<file path="config.mk">
export PLATFORM = sky130hd
export DESIGN_NAME = linear_probe_word_table
export DESIGN_NICKNAME = d
export VERILOG_FILES = /design/src/rtl/lpwt_pkg.sv /design/src/rtl/lpwt_ctrl.sv /design/src/rtl/lpwt_dp.sv /design/src/rtl/linear_probe_word_table.sv
export SDC_FILE = /design/constraint.sdc
export NUM_CORES = 2
export LEC_CHECK = 0
export BUFFER_PORTS_ARGS = -buffer_cell sky130_fd_sc_hd__buf_2
export CORE_MARGIN = 5
export CORE_UTILIZATION = 29
export DETAILED_ROUTE_END_ITERATION = 12
export SETUP_SLACK_MARGIN = 0.4
export SYNTH_ARGS = -nofsm -noshare
export SYNTH_HDL_FRONTEND = slang
export SYNTH_SLANG_ARGS = --single-unit
export TNS_END_PERCENT = 50
</file>
<file path="constraint.sdc">
create_clock -name clk -period 6.7 [get_ports clk]
set_clock_uncertainty 0.15 [all_clocks]
set_input_delay 1.005 -clock clk [delete_from_list [all_inputs] [get_ports clk]]
set_output_delay 1.005 -clock clk [all_outputs]
set_load 0.02 [all_outputs]
</file>
<file path="src/rtl/lpwt_pkg.sv">
// Shared constants, codes and controller/datapath interface types for the word table.
package lpwt_pkg;

    localparam int SLOTS           = 26;
    localparam int SLOT_W          = 5;
    localparam int LETTER_W        = 5;
    localparam int OP_W            = 2;
    localparam int WORD_W          = 60;
    localparam int OUTCOME_W       = 3;
    localparam int MAX_LETTERS_DEF = 12;

    localparam logic [OP_W-1:0] OP_INSERT = 2'd0;
    localparam logic [OP_W-1:0] OP_DELETE = 2'd1;
    localparam logic [OP_W-1:0] OP_READ   = 2'd2;

    typedef enum logic [OUTCOME_W-1:0] {
        OUT_INSERTED  = 3'd0,
        OUT_DUPLICATE = 3'd1,
        OUT_FULL      = 3'd2,
        OUT_DELETED   = 3'd3,
        OUT_NOT_FOUND = 3'd4,
        OUT_READ      = 3'd5
    } outcome_t;

    // Controller to datapath
    typedef struct packed {
        logic     load_in;    // capture the request
        logic     rd_idx;     // read the addressed slot
        logic     rd_scan;    // read the probe slot, advance probe pointer
        logic     next_chk;   // count one probed slot as checked
        logic     take_hit;   // commit the hit found in the checked slot
        logic     set_fail;   // record a failure result
        outcome_t fail_code;
        logic     set_read;   // record the slot read result
        logic     load_out;   // move the result into the output register
    } lpwt_cmd_t;

    // Datapath to controller
    typedef struct packed {
        logic [OP_W-1:0] op;
        logic            home_ok;
        logic            home_occ;
        logic            hit;
        logic            last_chk;
        logic            out_free;
    } lpwt_status_t;

endpackage

</file>
<file path="src/rtl/lpwt_ctrl.sv">
// Request sequencer for the word table: classify, probe, and hand off results.
module lpwt_ctrl
    import lpwt_pkg::*;
(
    input  logic         clk,
    input  logic         rst_n,
    input  logic         in_valid,
    output logic         in_ready,
    input  lpwt_status_t st,
    output lpwt_cmd_t    cmd
);

    typedef enum logic [4:0] {
        S_IDLE   = 5'b00001,
        S_START  = 5'b00010,
        S_SCAN   = 5'b00100,
        S_RDWAIT = 5'b01000,
        S_DONE   = 5'b10000
    } state_t;

    state_t state_reg;
    state_t state_next;

    assign in_ready = (state_reg == S_IDLE);

    always_comb
    begin
        state_next = state_reg;
        cmd        = '0;
        case (state_reg)
            S_IDLE:
            begin
                if (in_valid)
                begin
                    cmd.load_in = 1'b1;
                    state_next  = S_START;
                end
            end
            S_START:
            begin
                case (st.op)
                    OP_READ:
                    begin
                        cmd.rd_idx = 1'b1;
                        state_next = S_RDWAIT;
                    end
                    OP_INSERT:
                    begin
                        if (st.home_ok)
                        begin
                            cmd.rd_scan = 1'b1;
                            state_next  = S_SCAN;
                        end
                        else
                        begin
                            cmd.set_fail  = 1'b1;
                            cmd.fail_code = OUT_FULL;
                            state_next    = S_DONE;
                        end
                    end
                    OP_DELETE:
                    begin
                        if (st.home_ok && st.home_occ)
                        begin
                            cmd.rd_scan = 1'b1;
                            state_next  = S_SCAN;
                        end
                        else
                        begin
                            cmd.set_fail  = 1'b1;
                            cmd.fail_code = OUT_NOT_FOUND;
                            state_next    = S_DONE;
                        end
                    end
                    default:
                    begin
                        cmd.set_fail  = 1'b1;
                        cmd.fail_code = OUT_NOT_FOUND;
                        state_next    = S_DONE;
                    end
                endcase
            end
            S_SCAN:
            begin
                if (st.hit)
                begin
                    cmd.take_hit = 1'b1;
                    state_next   = S_DONE;
                end
                else if (st.last_chk)
                begin
                    cmd.set_fail  = 1'b1;
                    cmd.fail_code = (st.op == OP_INSERT) ? OUT_FULL : OUT_NOT_FOUND;
                    state_next    = S_DONE;
                end
                else
                begin
                    cmd.rd_scan  = 1'b1;
                    cmd.next_chk = 1'b1;
                end
            end
            S_RDWAIT:
            begin
                cmd.set_read = 1'b1;
                state_next   = S_DONE;
            end
            S_DONE:
            begin
                if (st.out_free)
                begin
                    cmd.load_out = 1'b1;
                    state_next   = S_IDLE;
                end
            end
            default:
            begin
                state_next = S_IDLE;
            end
        endcase
    end

    always_ff @(posedge clk or negedge rst_n)
    begin
        if (!rst_n)
        begin
            state_reg <= S_IDLE;
        end
        else
        begin
            state_reg <= state_next;
        end
    end

`ifndef SYNTHESIS
    a_load_out_free: assert property (@(posedge clk) disable iff (!rst_n)
        cmd.load_out |-> st.out_free)
        else $error("result moved into a busy output register");

    a_scan_entry: assert property (@(posedge clk) disable iff (!rst_n)
        (state_reg == S_SCAN) |-> ($past(state_reg) == S_START || $past(state_reg) == S_SCAN))
        else $error("probe scan entered without a start step");
`endif

endmodule

</file>
<file path="src/rtl/lpwt_dp.sv">
// Datapath for the word table: slot memory, occupancy flags, probe pointer, result registers.
module lpwt_dp
    import lpwt_pkg::*;
#(
    parameter int MAX_LETTERS = MAX_LETTERS_DEF
)
(
    input  logic                 clk,
    input  logic                 rst_n,
    input  lpwt_cmd_t            cmd,
    output lpwt_status_t         st,
    input  logic [OP_W-1:0]      operation,
    input  logic [WORD_W-1:0]    word,
    input  logic [SLOT_W-1:0]    slot_index,
    input  logic                 out_ready,
    output logic                 out_valid,
    output logic [OUTCOME_W-1:0] outcome,
    output logic [SLOT_W-1:0]    slot,
    output logic                 slot_occupied,
    output logic [WORD_W-1:0]    slot_word
);

    localparam int WORD_BITS = LETTER_W * MAX_LETTERS;
    localparam logic [SLOT_W-1:0] LAST_SLOT = SLOT_W'(SLOTS - 1);

    logic [OP_W-1:0]      op_reg;
    logic [WORD_BITS-1:0] word_reg;
    logic [SLOT_W-1:0]    idx_reg;
    logic [SLOT_W-1:0]    pos_reg;
    logic [SLOT_W-1:0]    chk_reg;
    logic [SLOT_W-1:0]    cnt_reg;
    logic [SLOTS-1:0]     flags_reg;
    logic [WORD_BITS-1:0] rdata_reg;
    logic [WORD_BITS-1:0] mem [SLOTS];

    outcome_t             res_outcome_reg;
    logic [SLOT_W-1:0]    res_slot_reg;
    logic                 res_occ_reg;
    logic [WORD_BITS-1:0] res_word_reg;

    logic                 out_valid_reg;
    outcome_t             out_outcome_reg;
    logic [SLOT_W-1:0]    out_slot_reg;
    logic                 out_occ_reg;
    logic [WORD_W-1:0]    out_word_reg;

    logic [LETTER_W-1:0]  last_letter;
    logic                 home_ok;
    logic                 idx_ok;
    logic                 flag_chk;
    logic                 flag_idx;
    logic                 word_eq;
    logic                 hit_ins;
    logic                 hit_dup;
    logic                 hit_del;
    logic                 rd_en;
    logic [SLOT_W-1:0]    rd_addr;
    logic                 wr_en;
    logic [SLOT_W-1:0]    pos_adv;
    logic [WORD_W-1:0]    word_ext;

    assign last_letter = word_reg[LETTER_W-1:0];
    assign home_ok     = (last_letter != '0) && (last_letter <= SLOT_W'(SLOTS));
    assign idx_ok      = (idx_reg < SLOT_W'(SLOTS));
    assign flag_chk    = (chk_reg < SLOT_W'(SLOTS)) ? flags_reg[chk_reg] : 1'b0;
    assign flag_idx    = idx_ok ? flags_reg[idx_reg] : 1'b0;
    assign word_eq     = (rdata_reg == word_reg);

    assign hit_ins = (op_reg == OP_INSERT) && !flag_chk;
    assign hit_dup = (op_reg == OP_INSERT) && flag_chk && word_eq;
    assign hit_del = (op_reg == OP_DELETE) && flag_chk && word_eq;

    assign pos_adv = (pos_reg == LAST_SLOT) ? '0 : pos_reg + 1'b1;

    assign rd_en   = cmd.rd_scan || (cmd.rd_idx && idx_ok);
    assign rd_addr = cmd.rd_scan ? pos_reg : idx_reg;
    assign wr_en   = cmd.take_hit && hit_ins;

    always_comb
    begin
        st.op       = op_reg;
        st.home_ok  = home_ok;
        st.home_occ = home_ok && (pos_reg < SLOT_W'(SLOTS)) && flags_reg[pos_reg];
        st.hit      = hit_ins || hit_dup || hit_del;
        st.last_chk = (cnt_reg == LAST_SLOT);
        st.out_free = !out_valid_reg || out_ready;
    end

    // Slot memory: one write and one registered read per cycle
    always_ff @(posedge clk)
    begin
        if (wr_en)
        begin
            mem[chk_reg] <= word_reg;
        end
        if (rd_en)
        begin
            rdata_reg <= mem[rd_addr];
        end
    end

    // Request capture and probe pointer; home slot is last letter minus one
    always_ff @(posedge clk)
    begin
        if (cmd.load_in)
        begin
            op_reg   <= operation;
            word_reg <= word[WORD_BITS-1:0];
            idx_reg  <= slot_index;
            pos_reg  <= word[LETTER_W-1:0] - 1'b1;
        end
        else if (cmd.rd_scan)
        begin
            chk_reg <= pos_reg;
            pos_reg <= pos_adv;
        end
    end

    always_ff @(posedge clk or negedge rst_n)
    begin
        if (!rst_n)
        begin
            flags_reg <= '0;
            cnt_reg   <= '0;
        end
        else
        begin
            if (wr_en)
            begin
                flags_reg[chk_reg] <= 1'b1;
            end
            else if (cmd.take_hit && hit_del)
            begin
                flags_reg[chk_reg] <= 1'b0;
            end
            if (cmd.load_in)
            begin
                cnt_reg <= '0;
            end
            else if (cmd.next_chk)
            begin
                cnt_reg <= cnt_reg + 1'b1;
            end
        end
    end

    // Pending result
    always_ff @(posedge clk)
    begin
        if (cmd.set_fail)
        begin
            res_outcome_reg <= cmd.fail_code;
            res_slot_reg    <= '0;
            res_occ_reg     <= 1'b0;
            res_word_reg    <= '0;
        end
        else if (cmd.set_read)
        begin
            res_outcome_reg <= OUT_READ;
            res_slot_reg    <= idx_reg;
            res_occ_reg     <= flag_idx;
            res_word_reg    <= flag_idx ? rdata_reg : '0;
        end
        else if (cmd.take_hit)
        begin
            res_outcome_reg <= hit_ins ? OUT_INSERTED : (hit_dup ? OUT_DUPLICATE : OUT_DELETED);
            res_slot_reg    <= hit_dup ? '0 : chk_reg;
            res_occ_reg     <= 1'b0;
            res_word_reg    <= '0;
        end
    end

    always_comb
    begin
        word_ext                 = '0;
        word_ext[WORD_BITS-1:0] = res_word_reg;
    end

    // Output register
    always_ff @(posedge clk)
    begin
        if (cmd.load_out)
        begin
            out_outcome_reg <= res_outcome_reg;
            out_slot_reg    <= res_slot_reg;
            out_occ_reg     <= res_occ_reg;
            out_word_reg    <= word_ext;
        end
    end

    always_ff @(posedge clk or negedge rst_n)
    begin
        if (!rst_n)
        begin
            out_valid_reg <= 1'b0;
        end
        else if (cmd.load_out)
        begin
            out_valid_reg <= 1'b1;
        end
        else if (out_ready)
        begin
            out_valid_reg <= 1'b0;
        end
    end

    assign out_valid     = out_valid_reg;
    assign outcome       = out_outcome_reg;
    assign slot          = out_slot_reg;
    assign slot_occupied = out_occ_reg;
    assign slot_word     = out_word_reg;

`ifndef SYNTHESIS
    a_insert_sets_flag: assert property (@(posedge clk) disable iff (!rst_n)
        wr_en |=> flags_reg[$past(chk_reg)])
        else $error("inserted slot not marked occupied");

    a_probe_count_bound: assert property (@(posedge clk) disable iff (!rst_n)
        cnt_reg < SLOT_W'(SLOTS))
        else $error("probe count ran past the table size");
`endif

endmodule

</file>
<file path="src/rtl/linear_probe_word_table.sv">
// Top level of the 26-slot linearly probed word table.
//
//  channel   handshake              payload
//  --------  ---------------------  ---------------------------------------
//  request   in_valid / in_ready    operation, word, slot_index
//  result    out_valid / out_ready  outcome, slot, slot_occupied, slot_word
//
// Flow: one request at a time. Insert and delete probe n (1..26) slots, one
// slot memory read per cycle, before the result step; a read looks only at
// the addressed slot, and requests rejected at classification probe none.
// Reset: clears the occupancy flags at once; the slot memory is not cleared,
// as a slot is only looked at while its flag is set.
// Stalls: the result register holds a finished result while the next request
// is accepted and processed; a request waits in its final step until the
// result register is free.
module linear_probe_word_table
    import lpwt_pkg::*;
#(
    parameter int MAX_LETTERS = MAX_LETTERS_DEF
)
(
    input  logic                 clk,
    input  logic                 rst_n,
    input  logic                 in_valid,
    output logic                 in_ready,
    input  logic [OP_W-1:0]      operation,
    input  logic [WORD_W-1:0]    word,
    input  logic [SLOT_W-1:0]    slot_index,
    output logic                 out_valid,
    input  logic                 out_ready,
    output logic [OUTCOME_W-1:0] outcome,
    output logic [SLOT_W-1:0]    slot,
    output logic                 slot_occupied,
    output logic [WORD_W-1:0]    slot_word
);

    lpwt_cmd_t    cmd;
    lpwt_status_t st;

    // Sequencer: accepts a request, steps the probe, hands off the result
    lpwt_ctrl u_ctrl (
        .clk      (clk),
        .rst_n    (rst_n),
        .in_valid (in_valid),
        .in_ready (in_ready),
        .st       (st),
        .cmd      (cmd)
    );

    // Slot memory, flags, probe pointer and result registers
    lpwt_dp #(
        .MAX_LETTERS (MAX_LETTERS)
    ) u_dp (
        .clk           (clk),
        .rst_n         (rst_n),
        .cmd           (cmd),
        .st            (st),
        .operation     (operation),
        .word          (word),
        .slot_index    (slot_index),
        .out_ready     (out_ready),
        .out_valid     (out_valid),
        .outcome       (outcome),
        .slot          (slot),
        .slot_occupied (slot_occupied),
        .slot_word     (slot_word)
    );

endmodule
</file>
==> impl_metrics.tcl <==
set metrics [dict create \
    netlist.top_cell.by_area "edfxtp_1" \
    die_w_um 547 \
    post-route-drc-count 0 \
    cp.arrival_ns 6.52 \
    p_per_area_mw_per_mm2 339 \
    p_clk_share_pct 33.1 \
    post-route-util_pct 33.5 \
    synth_top_family_by_area "compound AO/OA/AOI/OAI gates" \
    synthTopCellsByCount "edfxtp_1 (1,769), nand2_1 (867), clkbuf_1 (547), o21ai_0 (495), nand2b_1 (424)" \
    antenna_found_initial 20 \
    power.switching_mw 10.6 \
    dr.first_iter.drc_count 8775 \
    cp-start-kind "register" \
    syn_area_per_cell_um2 12.5 \
    synthTopCellsByArea "edfxtp_1 (64%), nand2_1 (3.9%), nand2b_1 (3.2%)" \
    wirelength_um 297000 \
    hold_violations 0 \
    yosysWarnings 0 \
    synthFlopType "edfxtp_1" \
    drive_gt1_share_pct 12.5 \
    yosys.area_share.simple_pct 10.0 \
    vias_per_cell 5.87 \
    grt_max_degree 205 \
    final-setup-viol-count 0 \
    largest_register_ffs 1560 \
    cp.required_ns 7.13 \
    yosys-mux-area-fraction_pct 2.17 \
    synth_compound_area_share_pct 17.4 \
    drv_cap 0 \
    cts_buffers 191 \
    grt_overflow 0 \
    totalPowerFinal_mw 32.6 \
    synth_most_common_cell "edfxtp_1" \
    ys_seq_elements 1872 \
    core_mm2 0.287 \
    dieArea_mm2 0.299 \
    io_buffers 141 \
    synth_top_area_share_pct 63.6 \
    ys_seq_area_share_pct 66.3 \
    p_int_mw 22.1 \
    crit_path_end_kind "register" \
    synth_xor_area_share_pct 0.692 \
    grt_pass1_wl_um 424000 \
    clkSinkCount 1872 \
    synth_edf_count 1769 \
    finalCriticalPeriod_ns 6.09 \
    cts_root_buffer "clkbuf_16" \
    fmax_mhz 164 \
    track_usage_pct 18.9 \
    cts_tree "yes" \
    syn_nets 6735 \
    pin_count 142 \
    fin_crit_sh_pct 90.8 \
    syn_inst 6659 \
    finalNonFillerCells 10558 \
    crit_type "register to register" \
    clockBufferDepth 3 \
    netlist_area_mm2 0.0835 \
    htreeDepth 4 \
    seqPwrFrac_pct 43.0 \
    worstMarginPinSlew_ns 1.21 \
    floorplan.rows 197 \
    regMostFlops "u_dp.mem" \
    synth.distinct_cells 69 \
    fin_ws_ns 0.615 \
    slew_headroom_pct 19.4 \
    cp_max_fo 33 \
    outcome "finished clean" \
    syn_to_final_growth_pct 15.3 \
    tns_ns 0 \
    dp_hpwl_um 161000 \
    slew_violations 0 \
    dp.cells 10187 \
    wire_per_inst_um 28.1 \
    peakVddDrop_v 0.000366 \
    p_comb_share_pct 23.9 \
    holdBufCountCts 0 \
    gp_congestion 0.836 \
    leakagePower_nw 30.5 \
    clk_pin_slew_ns 0.07 \
    rsz0062_at_grt "false" \
    post-place-ws_ns 0.457 \
    dr.pass1.iters 8 \
    insertion_delay_ns 0.87 \
    rrSetupSlack_ns 0.61 \
    drtAntennaViolNets 0 \
    die_h_um 547 \
    async_flop_share_pct 1.98 \
    synth_fa_ha_area_share_pct 0.0749 \
    dr_total_vias 61951 \
    p_sw_share_pct 32.4 \
    fin_nets 6675 \
    start_util_pct 29.0 \
    grt_pass1_vias 59196 \
    hp-class "primary input to async pin" \
]
repair_timing:
item,4_1_cts,5_1_grt
gates resized for setup,0,2
endpoints found under the setup margin,0,7
setup buffers,0,0
hold endpoints to repair,0,0
power by group through the flow:
stage | combinational [mW] | clock [mW] | sequential, mW
after CTS | 7.67 | 10.9 | 14.0
after global routing | 8.23 | 11.4 | 14.1
final | 7.81 | 10.8 | 14.0
after floorplan | 4.47 | 0 | 14.3
after global placement | 7.50 | 0 | 14.3
after detailed placement | 7.65 | 0 | 14.3
path summary, 6_finish.rpt:
path	startpoint	to	cells after the start
max in group asynchronous	rst_n	async pin	1
min	rst_n	u_ctrl.state_reg[3]	1
min reg2reg	u_dp.res_word_reg[37]	u_dp.slot_word[37]	0
max	u_dp.word_reg[40]	u_dp.rdata_reg[27]	13
max reg2reg	u_dp.word_reg[40]	u_dp.rdata_reg[27]	13
min in group clk	word[12]	u_dp.word_reg[12]	1
final cells by class:
class	count	area (um2)
fill	27746	191000
sequential	1872	55400
multi-input combinational	4108	25900
clock buffer	248	5170
tap	3781	4730
timing repair buffer	411	3870
clock inverter	115	1140
inverter	15	71.3
antenna	8	20.0
metrics by stage:
step	hold slack [ns]	cell area (um2)
floorplan	0.250	83500
global placement	0.263	89900
detailed placement	0.257	89900
CTS	0.110	96200
global route	0.122	96200
finish	0.118	96200
placed cells by master (no fill, tap or decap), drive strengths merged, types with 62 or more instances in the layout:
cell       n
edfxtp  1769
nand2    867
o21ai    554
nand2b   424
buf      411
a211oi   303
clkbuf   248
a22oi    242
a32oi    240
nand3    205
a21oi    191
a311oi   180
nor2     162
a221oi   121
o22ai    120
clkinv    85
mux2i     76
dfxtp     66
nor4      66
o211ai    64
xnor2     63
mux2      63
a22o      62
worst max-delay path, stage by stage (launching register included):
cell and delay [ns]:
edfxtp_1 0.75, xnor2_1 0.71, nand4_1 0.43, nor4_2 0.70, nand4_1 0.34, buf_4 0.26, o2111ai_4 0.49, buf_4 0.35
buf_4 0.42, a21oi_1 0.13, a311oi_1 0.36, mux2i_1 0.13, o211ai_1 0.39, a32oi_1 0.16
layer usage:
metal  wire length (um)  track usage [%]
met5                 13                0
met4              14400             8.27
met3              32500             4.62
met2             135000             29.7
met1             115000             24.9
kinds of logic after synthesis:
group / Yosys count
DFF: 1872
buffers and inverters: 679
AOI/OAI and AO/OA: 2099
muxes: 154
xor gates and xnor gates: 66
adders and majority gates: 5
and+or+nand+nor: 1784
Power figures use the tool's default switching activity.
